$ cat config.mk
export PLATFORM = sky130hd
export DESIGN_NAME = base64_stream_encoder
export DESIGN_NICKNAME = d
export VERILOG_FILES = /design/src/hw/rtl/b64e_pkg.sv /design/src/hw/rtl/b64e_front.sv /design/src/hw/rtl/b64e_queue.sv /design/src/hw/rtl/b64e_back.sv /design/src/hw/rtl/base64_stream_encoder.sv
export SDC_FILE = /design/constraint.sdc
export NUM_CORES = 1
export LEC_CHECK = 0
export ABC_AREA = 1
export CAP_MARGIN = 20
export CORE_ASPECT_RATIO = 0.8
export CORE_MARGIN = 2
export CORE_UTILIZATION = 55
export DETAILED_ROUTE_END_ITERATION = 6
export DONT_BUFFER_PORTS = 1
export PLACE_DENSITY = 0.7
export SLEW_MARGIN = 20
export SYNTH_ARGS = -nofsm -noshare
export SYNTH_HDL_FRONTEND = slang
export SYNTH_HIERARCHICAL = 1
export SYNTH_SLANG_ARGS = --single-unit
$ cat constraint.sdc
create_clock -name clock -period 6.65 [get_ports clock]
set_clock_uncertainty 0.05 [all_clocks]
set_input_delay 1.33 -clock clock [delete_from_list [all_inputs] [get_ports clock]]
set_output_delay 1.33 -clock clock [all_outputs]
set_load 0.02 [all_outputs]
$ cat src/hw/rtl/b64e_pkg.sv
`default_nettype none

package b64e_pkg;

   // depth of the job queue between front and back
   localparam int QDEPTH = 4;
   localparam int QPTR_W = $clog2(QDEPTH);
   localparam int QCNT_W = $clog2(QDEPTH + 1);

   localparam logic [6:0] PAD_CHAR = 7'h3d;

   typedef struct packed {
      logic [7:0] data_byte;
      logic       last_byte;
   } req_item_type;

   typedef struct packed {
      logic [6:0] out_char;
      logic       end_of_text;
   } rsp_item_type;

   // characters of one job: index 0 is sym0, index 1 is sym1, any later one is padding
   typedef struct packed {
      logic [5:0] sym0;
      logic [5:0] sym1;
      logic [1:0] cnt_m1;
      logic       last;
   } job_type;

   function automatic logic [6:0] sym_to_ascii(input logic [5:0] v);
      logic [6:0] v7;
      logic [6:0] ch;
      v7 = {1'b0, v};
      if (v < 6'd26) begin
         ch = v7 + 7'd65;
      end else if (v < 6'd52) begin
         ch = v7 + 7'd71;
      end else if (v < 6'd62) begin
         ch = v7 - 7'd4;
      end else if (v == 6'd62) begin
         ch = 7'd43;
      end else begin
         ch = 7'd47;
      end
      return ch;
   endfunction

endpackage

`default_nettype wire

$ cat src/hw/rtl/b64e_front.sv
`default_nettype none

module b64e_front
   import b64e_pkg::*;
(
   input  wire logic         clock,
   input  wire logic         reset,
   input  wire logic         req_push,
   input  wire req_item_type req_item,
   input  wire logic         q_full,
   output      logic         job_push,
   output      job_type      job
);

   localparam logic [1:0] PH_START = 2'd0;
   localparam logic [1:0] PH_ONE   = 2'd1;
   localparam logic [1:0] PH_TWO   = 2'd2;

   logic [1:0] phase_ff, phase_in;
   logic [5:0] carry_ff, carry_in;
   logic [7:0] b;

   assign b        = req_item.data_byte;
   assign job_push = req_push && !q_full;

   always_comb begin
      job.last = req_item.last_byte;
      case (phase_ff)
         PH_ONE: begin
            job.sym0   = carry_ff | {2'b00, b[7:4]};
            job.sym1   = {b[3:0], 2'b00};
            job.cnt_m1 = req_item.last_byte ? 2'd2 : 2'd0;
            carry_in   = {b[3:0], 2'b00};
            phase_in   = PH_TWO;
         end
         PH_TWO: begin
            job.sym0   = carry_ff | {4'b0000, b[7:6]};
            job.sym1   = b[5:0];
            job.cnt_m1 = 2'd1;
            carry_in   = 6'd0;
            phase_in   = PH_START;
         end
         default: begin
            job.sym0   = b[7:2];
            job.sym1   = {b[1:0], 4'b0000};
            job.cnt_m1 = req_item.last_byte ? 2'd3 : 2'd0;
            carry_in   = {b[1:0], 4'b0000};
            phase_in   = PH_ONE;
         end
      endcase
      // end of message starts a fresh group
      if (req_item.last_byte) begin
         carry_in = 6'd0;
         phase_in = PH_START;
      end
   end

   always_ff @(posedge clock) begin
      if (reset) begin
         phase_ff <= PH_START;
         carry_ff <= 6'd0;
      end else if (job_push) begin
         phase_ff <= phase_in;
         carry_ff <= carry_in;
      end
   end

endmodule

`default_nettype wire

$ cat src/hw/rtl/b64e_queue.sv
`default_nettype none

module b64e_queue
   import b64e_pkg::*;
(
   input  wire logic    clock,
   input  wire logic    reset,
   input  wire logic    q_push,
   input  wire job_type q_din,
   output      logic    q_full,
   input  wire logic    q_pop,
   output      logic    q_empty,
   output      job_type q_head
);

   job_type             entry_ff [QDEPTH];
   logic [QPTR_W-1:0]   wr_ptr_ff, rd_ptr_ff;
   logic [QCNT_W-1:0]   count_ff;
   logic                do_push, do_pop;

   assign q_full  = (count_ff == QCNT_W'(QDEPTH));
   assign q_empty = (count_ff == '0);
   assign q_head  = entry_ff[rd_ptr_ff];
   assign do_push = q_push && !q_full;
   assign do_pop  = q_pop && !q_empty;

   always_ff @(posedge clock) begin
      if (do_push) begin
         entry_ff[wr_ptr_ff] <= q_din;
      end
   end

   always_ff @(posedge clock) begin
      if (reset) begin
         wr_ptr_ff <= '0;
         rd_ptr_ff <= '0;
         count_ff  <= '0;
      end else begin
         if (do_push) begin
            wr_ptr_ff <= (wr_ptr_ff == QPTR_W'(QDEPTH - 1)) ? '0 : wr_ptr_ff + 1'b1;
         end
         if (do_pop) begin
            rd_ptr_ff <= (rd_ptr_ff == QPTR_W'(QDEPTH - 1)) ? '0 : rd_ptr_ff + 1'b1;
         end
         if (do_push && !do_pop) begin
            count_ff <= count_ff + 1'b1;
         end else if (do_pop && !do_push) begin
            count_ff <= count_ff - 1'b1;
         end
      end
   end

endmodule

`default_nettype wire

$ cat src/hw/rtl/b64e_back.sv
`default_nettype none

module b64e_back
   import b64e_pkg::*;
(
   input  wire logic         clock,
   input  wire logic         reset,
   input  wire logic         q_empty,
   input  wire job_type      q_head,
   output      logic         q_pop,
   output      logic         rsp_empty,
   input  wire logic         rsp_pop,
   output      rsp_item_type rsp_item
);

   logic [1:0]   idx_ff, idx_in;
   logic         out_valid_ff;
   rsp_item_type out_item_ff, out_item_in;
   logic         load;
   logic         at_end;

   // output register takes a new character when empty or being drained
   assign load   = !q_empty && (!out_valid_ff || rsp_pop);
   assign at_end = (idx_ff == q_head.cnt_m1);
   assign q_pop  = load && at_end;
   assign idx_in = at_end ? 2'd0 : idx_ff + 2'd1;

   always_comb begin
      case (idx_ff)
         2'd0:    out_item_in.out_char = sym_to_ascii(q_head.sym0);
         2'd1:    out_item_in.out_char = sym_to_ascii(q_head.sym1);
         default: out_item_in.out_char = PAD_CHAR;
      endcase
      out_item_in.end_of_text = q_head.last && at_end;
   end

   always_ff @(posedge clock) begin
      if (reset) begin
         idx_ff       <= 2'd0;
         out_valid_ff <= 1'b0;
      end else begin
         if (load) begin
            idx_ff       <= idx_in;
            out_valid_ff <= 1'b1;
         end else if (rsp_pop) begin
            out_valid_ff <= 1'b0;
         end
      end
   end

   always_ff @(posedge clock) begin
      if (load) begin
         out_item_ff <= out_item_in;
      end
   end

   assign rsp_empty = !out_valid_ff;
   assign rsp_item  = out_item_ff;

endmodule

`default_nettype wire

$ cat src/hw/rtl/base64_stream_encoder.sv
// path: accepted byte -> job queue -> output register, one character at a time
// throughput: one character per cycle out of the single output register while jobs
//   wait and the reader pops; a byte gives 1 to 4 characters (1 or 2 inside a
//   message, 2 to 4 on the last byte), 4 characters per 3-byte group on a long message
// reset (synchronous, active high) clears group phase, carried bits, job queue
//   and output register; the block is ready in the cycle after reset
`default_nettype none

module base64_stream_encoder
   import b64e_pkg::*;
(
   input  wire logic         clock,
   input  wire logic         reset,
   input  wire logic         req_push,
   output      logic         req_full,
   input  wire req_item_type req_item,
   output      logic         rsp_empty,
   input  wire logic         rsp_pop,
   output      rsp_item_type rsp_item
);

   logic    job_push;
   job_type job;
   logic    q_full, q_empty, q_pop;
   job_type q_head;

   assign req_full = q_full;

   b64e_front u_front (
      .clock    (clock),
      .reset    (reset),
      .req_push (req_push),
      .req_item (req_item),
      .q_full   (q_full),
      .job_push (job_push),
      .job      (job)
   );

   b64e_queue u_queue (
      .clock   (clock),
      .reset   (reset),
      .q_push  (job_push),
      .q_din   (job),
      .q_full  (q_full),
      .q_pop   (q_pop),
      .q_empty (q_empty),
      .q_head  (q_head)
   );

   b64e_back u_back (
      .clock     (clock),
      .reset     (reset),
      .q_empty   (q_empty),
      .q_head    (q_head),
      .q_pop     (q_pop),
      .rsp_empty (rsp_empty),
      .rsp_pop   (rsp_pop),
      .rsp_item  (rsp_item)
   );

endmodule

`default_nettype wire

==> run_summary.xml, run 1 <==
<?xml version="1.0" encoding="UTF-8"?>
<metrics>
  <group name="outcome">
    <metric name="outcome" unit="">complete, no violations</metric>
  </group>
  <group name="yosys">
    <metric name="mappedNetlistArea" unit="mm^2">0.00464</metric>
    <metric name="synth_edf_count" unit="">68</metric>
    <metric name="synth_xor_area_share" unit="%">1.32</metric>
    <metric name="yosysMostFrequentCell" unit="">sky130_fd_sc_hd__nand2_1</metric>
    <metric name="synth_seq_area_share" unit="%">51.8</metric>
    <metric name="synth_largest_area_cell" unit="">sky130_fd_sc_hd__edfxtp_1</metric>
    <metric name="synthCells" unit="">501</metric>
    <metric name="dominant_combinational_cell_family_by_area_after_synthesis" unit="">simple AND/OR/NAND/NOR gates</metric>
    <metric name="ys.flop_type" unit="">sky130_fd_sc_hd__edfxtp_1</metric>
    <metric name="async_reset_ff_share" unit="%">0</metric>
    <metric name="synth.avg_cell_area" unit="um^2">9.26</metric>
    <metric name="synth_adder_area_share" unit="%">6.37</metric>
    <metric name="synth-simple-area-share" unit="%">21.0</metric>
    <metric name="synth.top_cells.by_count" unit="">87 x sky130_fd_sc_hd__nand2_1, 77 x sky130_fd_sc_hd__nor2_1, 68 x sky130_fd_sc_hd__edfxtp_1</metric>
    <metric name="synth_top_area_share" unit="%">44.0</metric>
    <metric name="synth_compound_gate_area_share" unit="%">12.8</metric>
    <metric name="synth_seq_cells" unit="">86</metric>
    <metric name="ys_top_cells_by_area" unit="">sky130_fd_sc_hd__edfxtp_1 44%, sky130_fd_sc_hd__dfxtp_1 7.8%, sky130_fd_sc_hd__nand2_1 7.0%, sky130_fd_sc_hd__nor2_1 6.2%, sky130_fd_sc_hd__ha_1 5.9%</metric>
    <metric name="yosys-mux-area-fraction" unit="%">0</metric>
    <metric name="mappedNetlistNets" unit="">537</metric>
    <metric name="synth.yosys.warnings" unit="">6</metric>
    <metric name="synth_cell_types" unit="">34</metric>
  </group>
  <group name="cells_and_area">
    <metric name="fin_util" unit="%">61.1</metric>
    <metric name="area_delta_synth_final" unit="%">6.10</metric>
    <metric name="final_design_area_no_fill" unit="mm^2">0.00492</metric>
    <metric name="layout.filler_cells" unit="">685</metric>
    <metric name="finalNetCount" unit="">540</metric>
    <metric name="diodes" unit="">0</metric>
    <metric name="layout-drive-gt1-share" unit="%">13.4</metric>
  </group>
  <group name="worst_setup_path">
    <metric name="ff_to_ff_end" unit="">u_queue/count_ff[1]</metric>
    <metric name="setup.reg_to_reg.worst_slack" unit="ps">3580</metric>
    <metric name="arrival" unit="ps">3590</metric>
    <metric name="cp-start-kind" unit="">input port</metric>
    <metric name="r2r_cells" unit="">12</metric>
    <metric name="worst-endpoint-required" unit="ps">6860</metric>
    <metric name="cp-end-kind" unit="">flop</metric>
    <metric name="timing_worst_setup_path_type" unit="">input port to flop</metric>
    <metric name="critical_path_peak_fanout" unit="">11</metric>
  </group>
  <group name="hold_path">
    <metric name="min_delay_path_depth" unit="">2</metric>
    <metric name="min_delay_worst_endpoint" unit="">u_front/carry_ff[2]</metric>
    <metric name="hold_class" unit="">flop to flop</metric>
    <metric name="hold_path_startpoint" unit="">u_front/carry_ff[2]</metric>
  </group>
  <group name="floorplanning">
    <metric name="start_util" unit="%">57.6</metric>
    <metric name="pin_count" unit="">23</metric>
    <metric name="floorplan.die_area" unit="mm^2">0.00919</metric>
    <metric name="std_cell_rows" unit="">29</metric>
    <metric name="die_w" unit="um">107</metric>
    <metric name="chipHeight" unit="um">86.1</metric>
    <metric name="core_region_area" unit="mm^2">0.00806</metric>
  </group>
  <group name="route">
    <metric name="iter_0_drt_violations" unit="">274</metric>
    <metric name="route.detailed.wl_per_inst" unit="um">14.9</metric>
    <metric name="first_pass_iters" unit="">5</metric>
    <metric name="detail_route.wirelength" unit="mm">9.22</metric>
    <metric name="antenna_violating_nets_post_route" unit="">0</metric>
    <metric name="viasPerCell" unit="">5.50</metric>
    <metric name="route.vias.total" unit="">3394</metric>
    <metric name="route.detailed.drc" unit="">0</metric>
  </group>
  <group name="clock_tree">
    <metric name="post_cts_resized" unit="">0</metric>
    <metric name="cts_made_buffers" unit="">9</metric>
    <metric name="post_cts_buffers" unit="">0</metric>
    <metric name="clock-root-buffer" unit="">sky130_fd_sc_hd__clkbuf_8</metric>
    <metric name="ctsHtreeMaxLevel" unit="">3</metric>
    <metric name="clock_insertion_delay_worst_skew" unit="ps">350</metric>
    <metric name="cts_tree" unit="">yes</metric>
    <metric name="cts_sinks" unit="">86</metric>
    <metric name="clock_path_buffers" unit="">2</metric>
    <metric name="clk_pin_slew_worst_paths" unit="ps">90</metric>
    <metric name="post_cts_hold_buffer_count" unit="">0</metric>
  </group>
  <group name="sta">
    <metric name="slew_headroom" unit="%">32.9</metric>
    <metric name="fmax" unit="GHz">0.296</metric>
    <metric name="hold_violations" unit="">0</metric>
    <metric name="final-setup-viol-count" unit="">0</metric>
    <metric name="finalHoldWorstSlack" unit="ps">416</metric>
    <metric name="timing.final.crit_share" unit="%">50.8</metric>
    <metric name="grt_setup_unrepaired" unit="">no</metric>
    <metric name="worst-slew-pin-transition" unit="ps">1010</metric>
    <metric name="finalWorstPathRequiredPeriod" unit="ps">3380</metric>
    <metric name="totalNegativeSetupSlack" unit="ps">0</metric>
    <metric name="report.final.slew_viol_count" unit="">0</metric>
  </group>
  <group name="global_routing">
    <metric name="global_route_wire_length_before_repair" unit="mm">15.6</metric>
    <metric name="grt_use_total" unit="%">21.8</metric>
    <metric name="initial_antenna_violation_count" unit="">0</metric>
    <metric name="vias_in_the_first_global_route" unit="">3309</metric>
    <metric name="overflow" unit="">0</metric>
    <metric name="maximum_number_of_pins_on_one_net_before_global_route_repair" unit="">32</metric>
  </group>
  <group name="pwr">
    <metric name="pwr_density_cell" unit="mW/mm^2">503</metric>
    <metric name="vdd_ir_drop_max" unit="V">0.000232</metric>
    <metric name="leakage_power_figure" unit="uW">0.00198</metric>
    <metric name="power" unit="uW">2480</metric>
  </group>
  <group name="placed_design">
    <metric name="post-dp-hpwl" unit="mm">6.40</metric>
    <metric name="place.port_buffers" unit="">0</metric>
    <metric name="routabilityCongestion" unit="">0.904</metric>
    <metric name="detailed_place.area" unit="mm^2">0.00472</metric>
  </group>
  <group name="run">
    <metric name="maxCapViolations" unit="">0</metric>
  </group>
</metrics>
[kinds of logic after synthesis]
logic type,count (synthesis)
AO/OA/AOI/OAI,88
XOR/XNOR,7
adder cells (fa/ha/maj),23
buffers and inverters,73
flip-flops,86
AND/OR/NAND/NOR,224
[critical path, cell delays in order]
cell and delay (ps):
sky130_fd_sc_hd__inv_1 30, sky130_fd_sc_hd__a21oi_1 760, sky130_fd_sc_hd__inv_1 170, sky130_fd_sc_hd__nor2_1 250, sky130_fd_sc_hd__nand2_2 100, sky130_fd_sc_hd__ha_1 200, sky130_fd_sc_hd__inv_1 90, sky130_fd_sc_hd__fa_1 420
sky130_fd_sc_hd__o21ai_0 180, sky130_fd_sc_hd__nor2_1 50
[sequential cells by signal (all words and copies together) (netlist names), 2 cells and up, named ones only]
name and count:
u_queue/entry_ff 60, u_back/rsp_item 8, u_front/carry_ff 4, u_queue/count_ff 3, u_back/idx_ff 2, u_front/phase_ff 2
u_queue/rd_ptr_ff 2, u_queue/wr_ptr_ff 2
[layout by cell type (no fill, tap or decap), types with 3 or more instances in the layout]
cell type                  instances
sky130_fd_sc_hd__o21ai_1          21
sky130_fd_sc_hd__o21ai_2          12
sky130_fd_sc_hd__nor2_2            3
sky130_fd_sc_hd__o21ai_0          10
sky130_fd_sc_hd__nor2_1           75
sky130_fd_sc_hd__inv_1            54
sky130_fd_sc_hd__buf_4             3
sky130_fd_sc_hd__inv_2             8
sky130_fd_sc_hd__edfxtp_1         68
sky130_fd_sc_hd__clkbuf_8         10
sky130_fd_sc_hd__o22ai_1           6
sky130_fd_sc_hd__nor2_4            3
sky130_fd_sc_hd__a21oi_1          21
sky130_fd_sc_hd__o211ai_1          3
sky130_fd_sc_hd__nand3_1          39
sky130_fd_sc_hd__ha_1             22
sky130_fd_sc_hd__dfxtp_1          18
sky130_fd_sc_hd__nand2_1          87
sky130_fd_sc_hd__xor2_1            5
sky130_fd_sc_hd__nand2_2           7
sky130_fd_sc_hd__o22ai_2          10
[routing by layer]
metal	global-route usage [%]	routed length [um]
met1	28.2	4190
met2	35.8	4290
met3	6.46	682
met4	6.38	63
met5	0	0
[area by class of cell]
class / count / area, um^2 / area share [%]
Clock buffer: 12 / 166 / 3.38
Clock inverter: 4 / 28.8 / 0.585
Inverter: 62 / 233 / 4.73
Multi-Input combinational cell: 342 / 1930 / 39.3
Sequential cell: 86 / 2400 / 48.8
Tap cell: 108 / 135 / 2.75
Timing Repair Buffer: 3 / 22.5 / 0.458
[where the power goes]
group | internal (uW) | switching [uW] | leakage (uW)
registers | 747 | 91.0 | 0.000779
logic | 426 | 864 | 0.00111
clock network | 169 | 181 | 0.0000954
[worst max-delay path by stage]
stage	depth (start not counted)	slack, ps	end	start
2_1_floorplan	10	3270	u_queue/count_ff[1]	rsp_pop
3_3_place_gp	10	2970	u_queue/count_ff[1]	rsp_pop
3_5_place_dp	10	2870	u_queue/count_ff[1]	rsp_pop
4_1_cts	10	3270	u_queue/count_ff[1]	rsp_pop
5_1_grt	10	3020	u_queue/count_ff[1]	rsp_pop
6_report	10	3270	u_queue/count_ff[1]	rsp_pop
[metrics by stage]
step           cells  setup slack, ps
6_report         617             3270
5_1_grt          617             3020
4_1_cts          617             3270
3_5_place_dp     601             2870
3_3_place_gp     601             2970
2_1_floorplan    501             3270
No activity file was read; power rests on OpenSTA's default activity.
==> run 2: changes to the inputs <==
- ABC_AREA: 1 -> 0
- clock period: 6.65 -> 3.2 ns (I/O delays scaled with it)
==> run 2 against run 1 <==
Non-clock buffer count up 6. Combinational power grew 19%. Clock-buffer cell count shrank 3. Critical path type is now flop to flop.
==> run_summary.xml, run 2 <==
<?xml version="1.0" encoding="UTF-8"?>
<metrics>
  <group name="outcome">
    <metric name="outcome" unit="">complete, no violations</metric>
  </group>
  <group name="clock_tree">
    <metric name="post_cts_resized" unit="">0</metric>
    <metric name="cts_made_buffers" unit="">9</metric>
    <metric name="post_cts_buffers" unit="">0</metric>
    <metric name="post_cts_hold_buffer_count" unit="">0</metric>
    <metric name="cts_tree" unit="">yes</metric>
    <metric name="clock_insertion_delay_worst_skew" unit="ps">350</metric>
    <metric name="ctsHtreeMaxLevel" unit="">3</metric>
    <metric name="clock_path_buffers" unit="">2</metric>
    <metric name="clk_pin_slew_worst_paths" unit="ps">90</metric>
    <metric name="cts_sinks" unit="">86</metric>
    <metric name="clock-root-buffer" unit="">sky130_fd_sc_hd__clkbuf_8</metric>
  </group>
  <group name="cells_and_area">
    <metric name="regMostFlops" unit="">u_queue/entry_ff</metric>
    <metric name="layout_common_cells" unit="">68 x sky130_fd_sc_hd__edfxtp_1, 24 x sky130_fd_sc_hd__nand2_1, 22 x sky130_fd_sc_hd__ha_1</metric>
    <metric name="diodes" unit="">0</metric>
    <metric name="final_common_cell" unit="">sky130_fd_sc_hd__edfxtp_1</metric>
    <metric name="largest_register_ff_count" unit="">60</metric>
    <metric name="finalNetCount" unit="">382</metric>
    <metric name="area_delta_synth_final" unit="%">6.57</metric>
    <metric name="layout-drive-gt1-share" unit="%">15.4</metric>
    <metric name="layout.filler_cells" unit="">618</metric>
  </group>
  <group name="global_routing">
    <metric name="vias_in_the_first_global_route" unit="">2546</metric>
    <metric name="overflow" unit="">0</metric>
    <metric name="initial_antenna_violation_count" unit="">0</metric>
    <metric name="maximum_number_of_pins_on_one_net_before_global_route_repair" unit="">24</metric>
    <metric name="grt_use_total" unit="%">19.3</metric>
    <metric name="global_route_wire_length_before_repair" unit="mm">13.0</metric>
  </group>
  <group name="sta">
    <metric name="worst-slew-pin-transition" unit="ps">632</metric>
    <metric name="finalWorstPathRequiredPeriod" unit="ps">2920</metric>
    <metric name="finalHoldWorstSlack" unit="ps">292</metric>
    <metric name="final-setup-viol-count" unit="">0</metric>
    <metric name="grt_setup_unrepaired" unit="">no</metric>
    <metric name="timing.final.crit_share" unit="%">91.3</metric>
    <metric name="fmax" unit="GHz">0.342</metric>
    <metric name="hold_violations" unit="">0</metric>
    <metric name="report.final.slew_viol_count" unit="">0</metric>
    <metric name="slew_headroom" unit="%">57.9</metric>
    <metric name="totalNegativeSetupSlack" unit="ps">0</metric>
  </group>
  <group name="pwr">
    <metric name="power.combinational.fraction" unit="%">39.6</metric>
    <metric name="pwr_density_cell" unit="mW/mm^2">840</metric>
    <metric name="power" unit="uW">3900</metric>
    <metric name="netSwitchingFraction" unit="%">37.8</metric>
    <metric name="internal-power" unit="uW">2430</metric>
    <metric name="leakage_power_figure" unit="uW">0.00166</metric>
    <metric name="vdd_ir_drop_max" unit="V">0.000365</metric>
    <metric name="p_clk_share" unit="%">18.1</metric>
    <metric name="power_frac_seq" unit="%">42.4</metric>
    <metric name="switching_power" unit="uW">1480</metric>
  </group>
  <group name="yosys">
    <metric name="synth_seq_cells" unit="">86</metric>
    <metric name="synth_edf_count" unit="">68</metric>
    <metric name="ys_top_cells_by_area" unit="">sky130_fd_sc_hd__edfxtp_1 47%, sky130_fd_sc_hd__dfxtp_1 8.3%, sky130_fd_sc_hd__mux4_2 7.7%, sky130_fd_sc_hd__ha_1 6.3%, sky130_fd_sc_hd__a21oi_1 2.3%</metric>
    <metric name="synthCells" unit="">342</metric>
    <metric name="async_reset_ff_share" unit="%">0</metric>
    <metric name="synth_seq_area_share" unit="%">55.1</metric>
    <metric name="yosysMostFrequentCell" unit="">sky130_fd_sc_hd__edfxtp_1</metric>
    <metric name="synth.avg_cell_area" unit="um^2">12.7</metric>
    <metric name="mappedNetlistNets" unit="">378</metric>
    <metric name="ys.flop_type" unit="">sky130_fd_sc_hd__edfxtp_1</metric>
    <metric name="mappedNetlistArea" unit="mm^2">0.00436</metric>
    <metric name="synth_cell_types" unit="">56</metric>
    <metric name="synth.yosys.warnings" unit="">6</metric>
    <metric name="synth_largest_area_cell" unit="">sky130_fd_sc_hd__edfxtp_1</metric>
    <metric name="synth.top_cells.by_count" unit="">68 x sky130_fd_sc_hd__edfxtp_1, 24 x sky130_fd_sc_hd__nand2_1, 22 x sky130_fd_sc_hd__ha_1</metric>
    <metric name="synth_top_area_share" unit="%">46.8</metric>
  </group>
  <group name="worst_setup_path">
    <metric name="cpMostUsedCell" unit="">sky130_fd_sc_hd__a21o_1</metric>
    <metric name="cpLargestDelayFamily" unit="">compound AO/OA/AOI/OAI gates</metric>
    <metric name="timing_worst_setup_path_type" unit="">flop to flop</metric>
    <metric name="critical_path_peak_fanout" unit="">10</metric>
    <metric name="critPathMaxStageDelay" unit="ps">610</metric>
    <metric name="ff_to_ff_end" unit="">u_back/rsp_item[3]</metric>
    <metric name="setup.reg_to_reg.worst_slack" unit="ps">280</metric>
    <metric name="cp.buffers_inverters" unit="">1</metric>
    <metric name="cp_cell_sequence" unit="">buf_4, mux4_2, ha_1, a21o_1, a21oi_4, nor2_2, a21o_1, a311o_1</metric>
    <metric name="worst-endpoint-required" unit="ps">3250</metric>
    <metric name="r2r_cells" unit="">8</metric>
    <metric name="cp-end-kind" unit="">flop</metric>
    <metric name="cp-start-kind" unit="">flop</metric>
    <metric name="worst_path_max_delay_cell" unit="">sky130_fd_sc_hd__mux4_2</metric>
    <metric name="arrival" unit="ps">2970</metric>
  </group>
  <group name="floorplanning">
    <metric name="std_cell_rows" unit="">29</metric>
    <metric name="start_util" unit="%">55.9</metric>
    <metric name="core_region_area" unit="mm^2">0.00780</metric>
    <metric name="pin_count" unit="">23</metric>
    <metric name="die_w" unit="um">104</metric>
    <metric name="floorplan.die_area" unit="mm^2">0.00866</metric>
    <metric name="chipHeight" unit="um">83.6</metric>
  </group>
  <group name="route">
    <metric name="iter_0_drt_violations" unit="">187</metric>
    <metric name="route.detailed.drc" unit="">0</metric>
    <metric name="viasPerCell" unit="">5.84</metric>
    <metric name="route.vias.total" unit="">2681</metric>
    <metric name="route.detailed.wl_per_inst" unit="um">17.0</metric>
    <metric name="first_pass_iters" unit="">4</metric>
    <metric name="detail_route.wirelength" unit="mm">7.79</metric>
    <metric name="antenna_violating_nets_post_route" unit="">0</metric>
  </group>
  <group name="placed_design">
    <metric name="routabilityCongestion" unit="">0.860</metric>
    <metric name="place.port_buffers" unit="">0</metric>
    <metric name="post-dp-hpwl" unit="mm">5.57</metric>
  </group>
  <group name="run">
    <metric name="maxCapViolations" unit="">0</metric>
  </group>
  <group name="hold_path">
    <metric name="min_delay_worst_endpoint" unit="">u_front/phase_ff[1]</metric>
    <metric name="hold_path_startpoint" unit="">reset</metric>
    <metric name="min_delay_path_depth" unit="">1</metric>
    <metric name="hold_class" unit="">input port to flop</metric>
  </group>
</metrics>
run 2: cell count changes after synthesis, sizes merged, moves of 6 or more:
| cell | delta |
|---|---|
| nand2 | -71 |
| nor2 | -67 |
| inv | -41 |
| nand3 | -30 |
| o21ai | -23 |
| o22ai | -16 |
| mux4 | +15 |
| a22oi | +7 |
| o31ai | +6 |
run 2: how the worst max path moves through the flow:
stage | endpoint | slack, ps | cells past startpoint
final | u_back/rsp_item[3] | 280 | 8
after global routing | u_queue/count_ff[2] | 80 | 12
after CTS | u_back/rsp_item[3] | 280 | 8
after detailed placement | u_back/rsp_item[3] | 300 | 8
after global placement | u_back/rsp_item[5] | 330 | 9
after floorplan | u_queue/count_ff[2] | 280 | 12
run 2: cells by family after synthesis:
group	synth area share, %
flip-flops	55.1
adder cells (fa/ha/maj)	6.77
AND/OR/NAND/NOR	9.79
multiplexers	8.46
AO/OA/AOI/OAI	12.7
buffers and inverters	4.82
XOR/XNOR	2.41
run 2: worst reg2reg max path, cell delays in order (launching register included):
cell and delay [ps]:
sky130_fd_sc_hd__dfxtp_1 410, sky130_fd_sc_hd__buf_4 260, sky130_fd_sc_hd__mux4_2 620, sky130_fd_sc_hd__ha_1 270
sky130_fd_sc_hd__a21o_1 200, sky130_fd_sc_hd__a21oi_4 290, sky130_fd_sc_hd__nor2_2 80, sky130_fd_sc_hd__a21o_1 160
sky130_fd_sc_hd__a311o_1 340
run 2: power by group through the flow:
stage / logic [uW] / clock network, uW / registers [uW]
floorplan: 1240 / 0 / 1660
global placement: 1510 / 0 / 1680
detailed placement: 1530 / 0 / 1680
CTS: 1540 / 727 / 1660
global route: 1720 / 774 / 1680
finish: 1540 / 705 / 1650
run 2: cell type report:
class                      count  area (um^2)  share of cell area (%)
sequential                    86         2400                    51.7
multi-input combinational    217         1750                    37.6
tap                          108          135                    2.91
clock buffer                   9          124                    2.67
inverter                      23          105                    2.26
timing repair buffer           9         67.6                    1.45
clock inverter                 7         65.1                    1.40
run 2: metrics by stage:
stage                     util, %  setup WS, ps  cells  cell area, um^2
final                        59.6           277    459             4650
after global routing         59.6          77.9    459             4650
after CTS                    59.6           275    459             4650
after detailed placement     57.1           295    443             4460
after global placement       57.1           334    443             4460
after floorplan                 -           276    342             4360
run 2: routing by layer:
metal | up-vias | track usage [%] | wire length (um) | share of wire (%)
met3 | 11 | 4.76 | 425 | 5.5
met5 | - | 0 | 0 | 0
li1 | 1292 | - | - | -
met4 | 0 | 6.63 | 106 | 1.4
met2 | 77 | 29.0 | 3520 | 45
met1 | 1301 | 27.7 | 3740 | 48
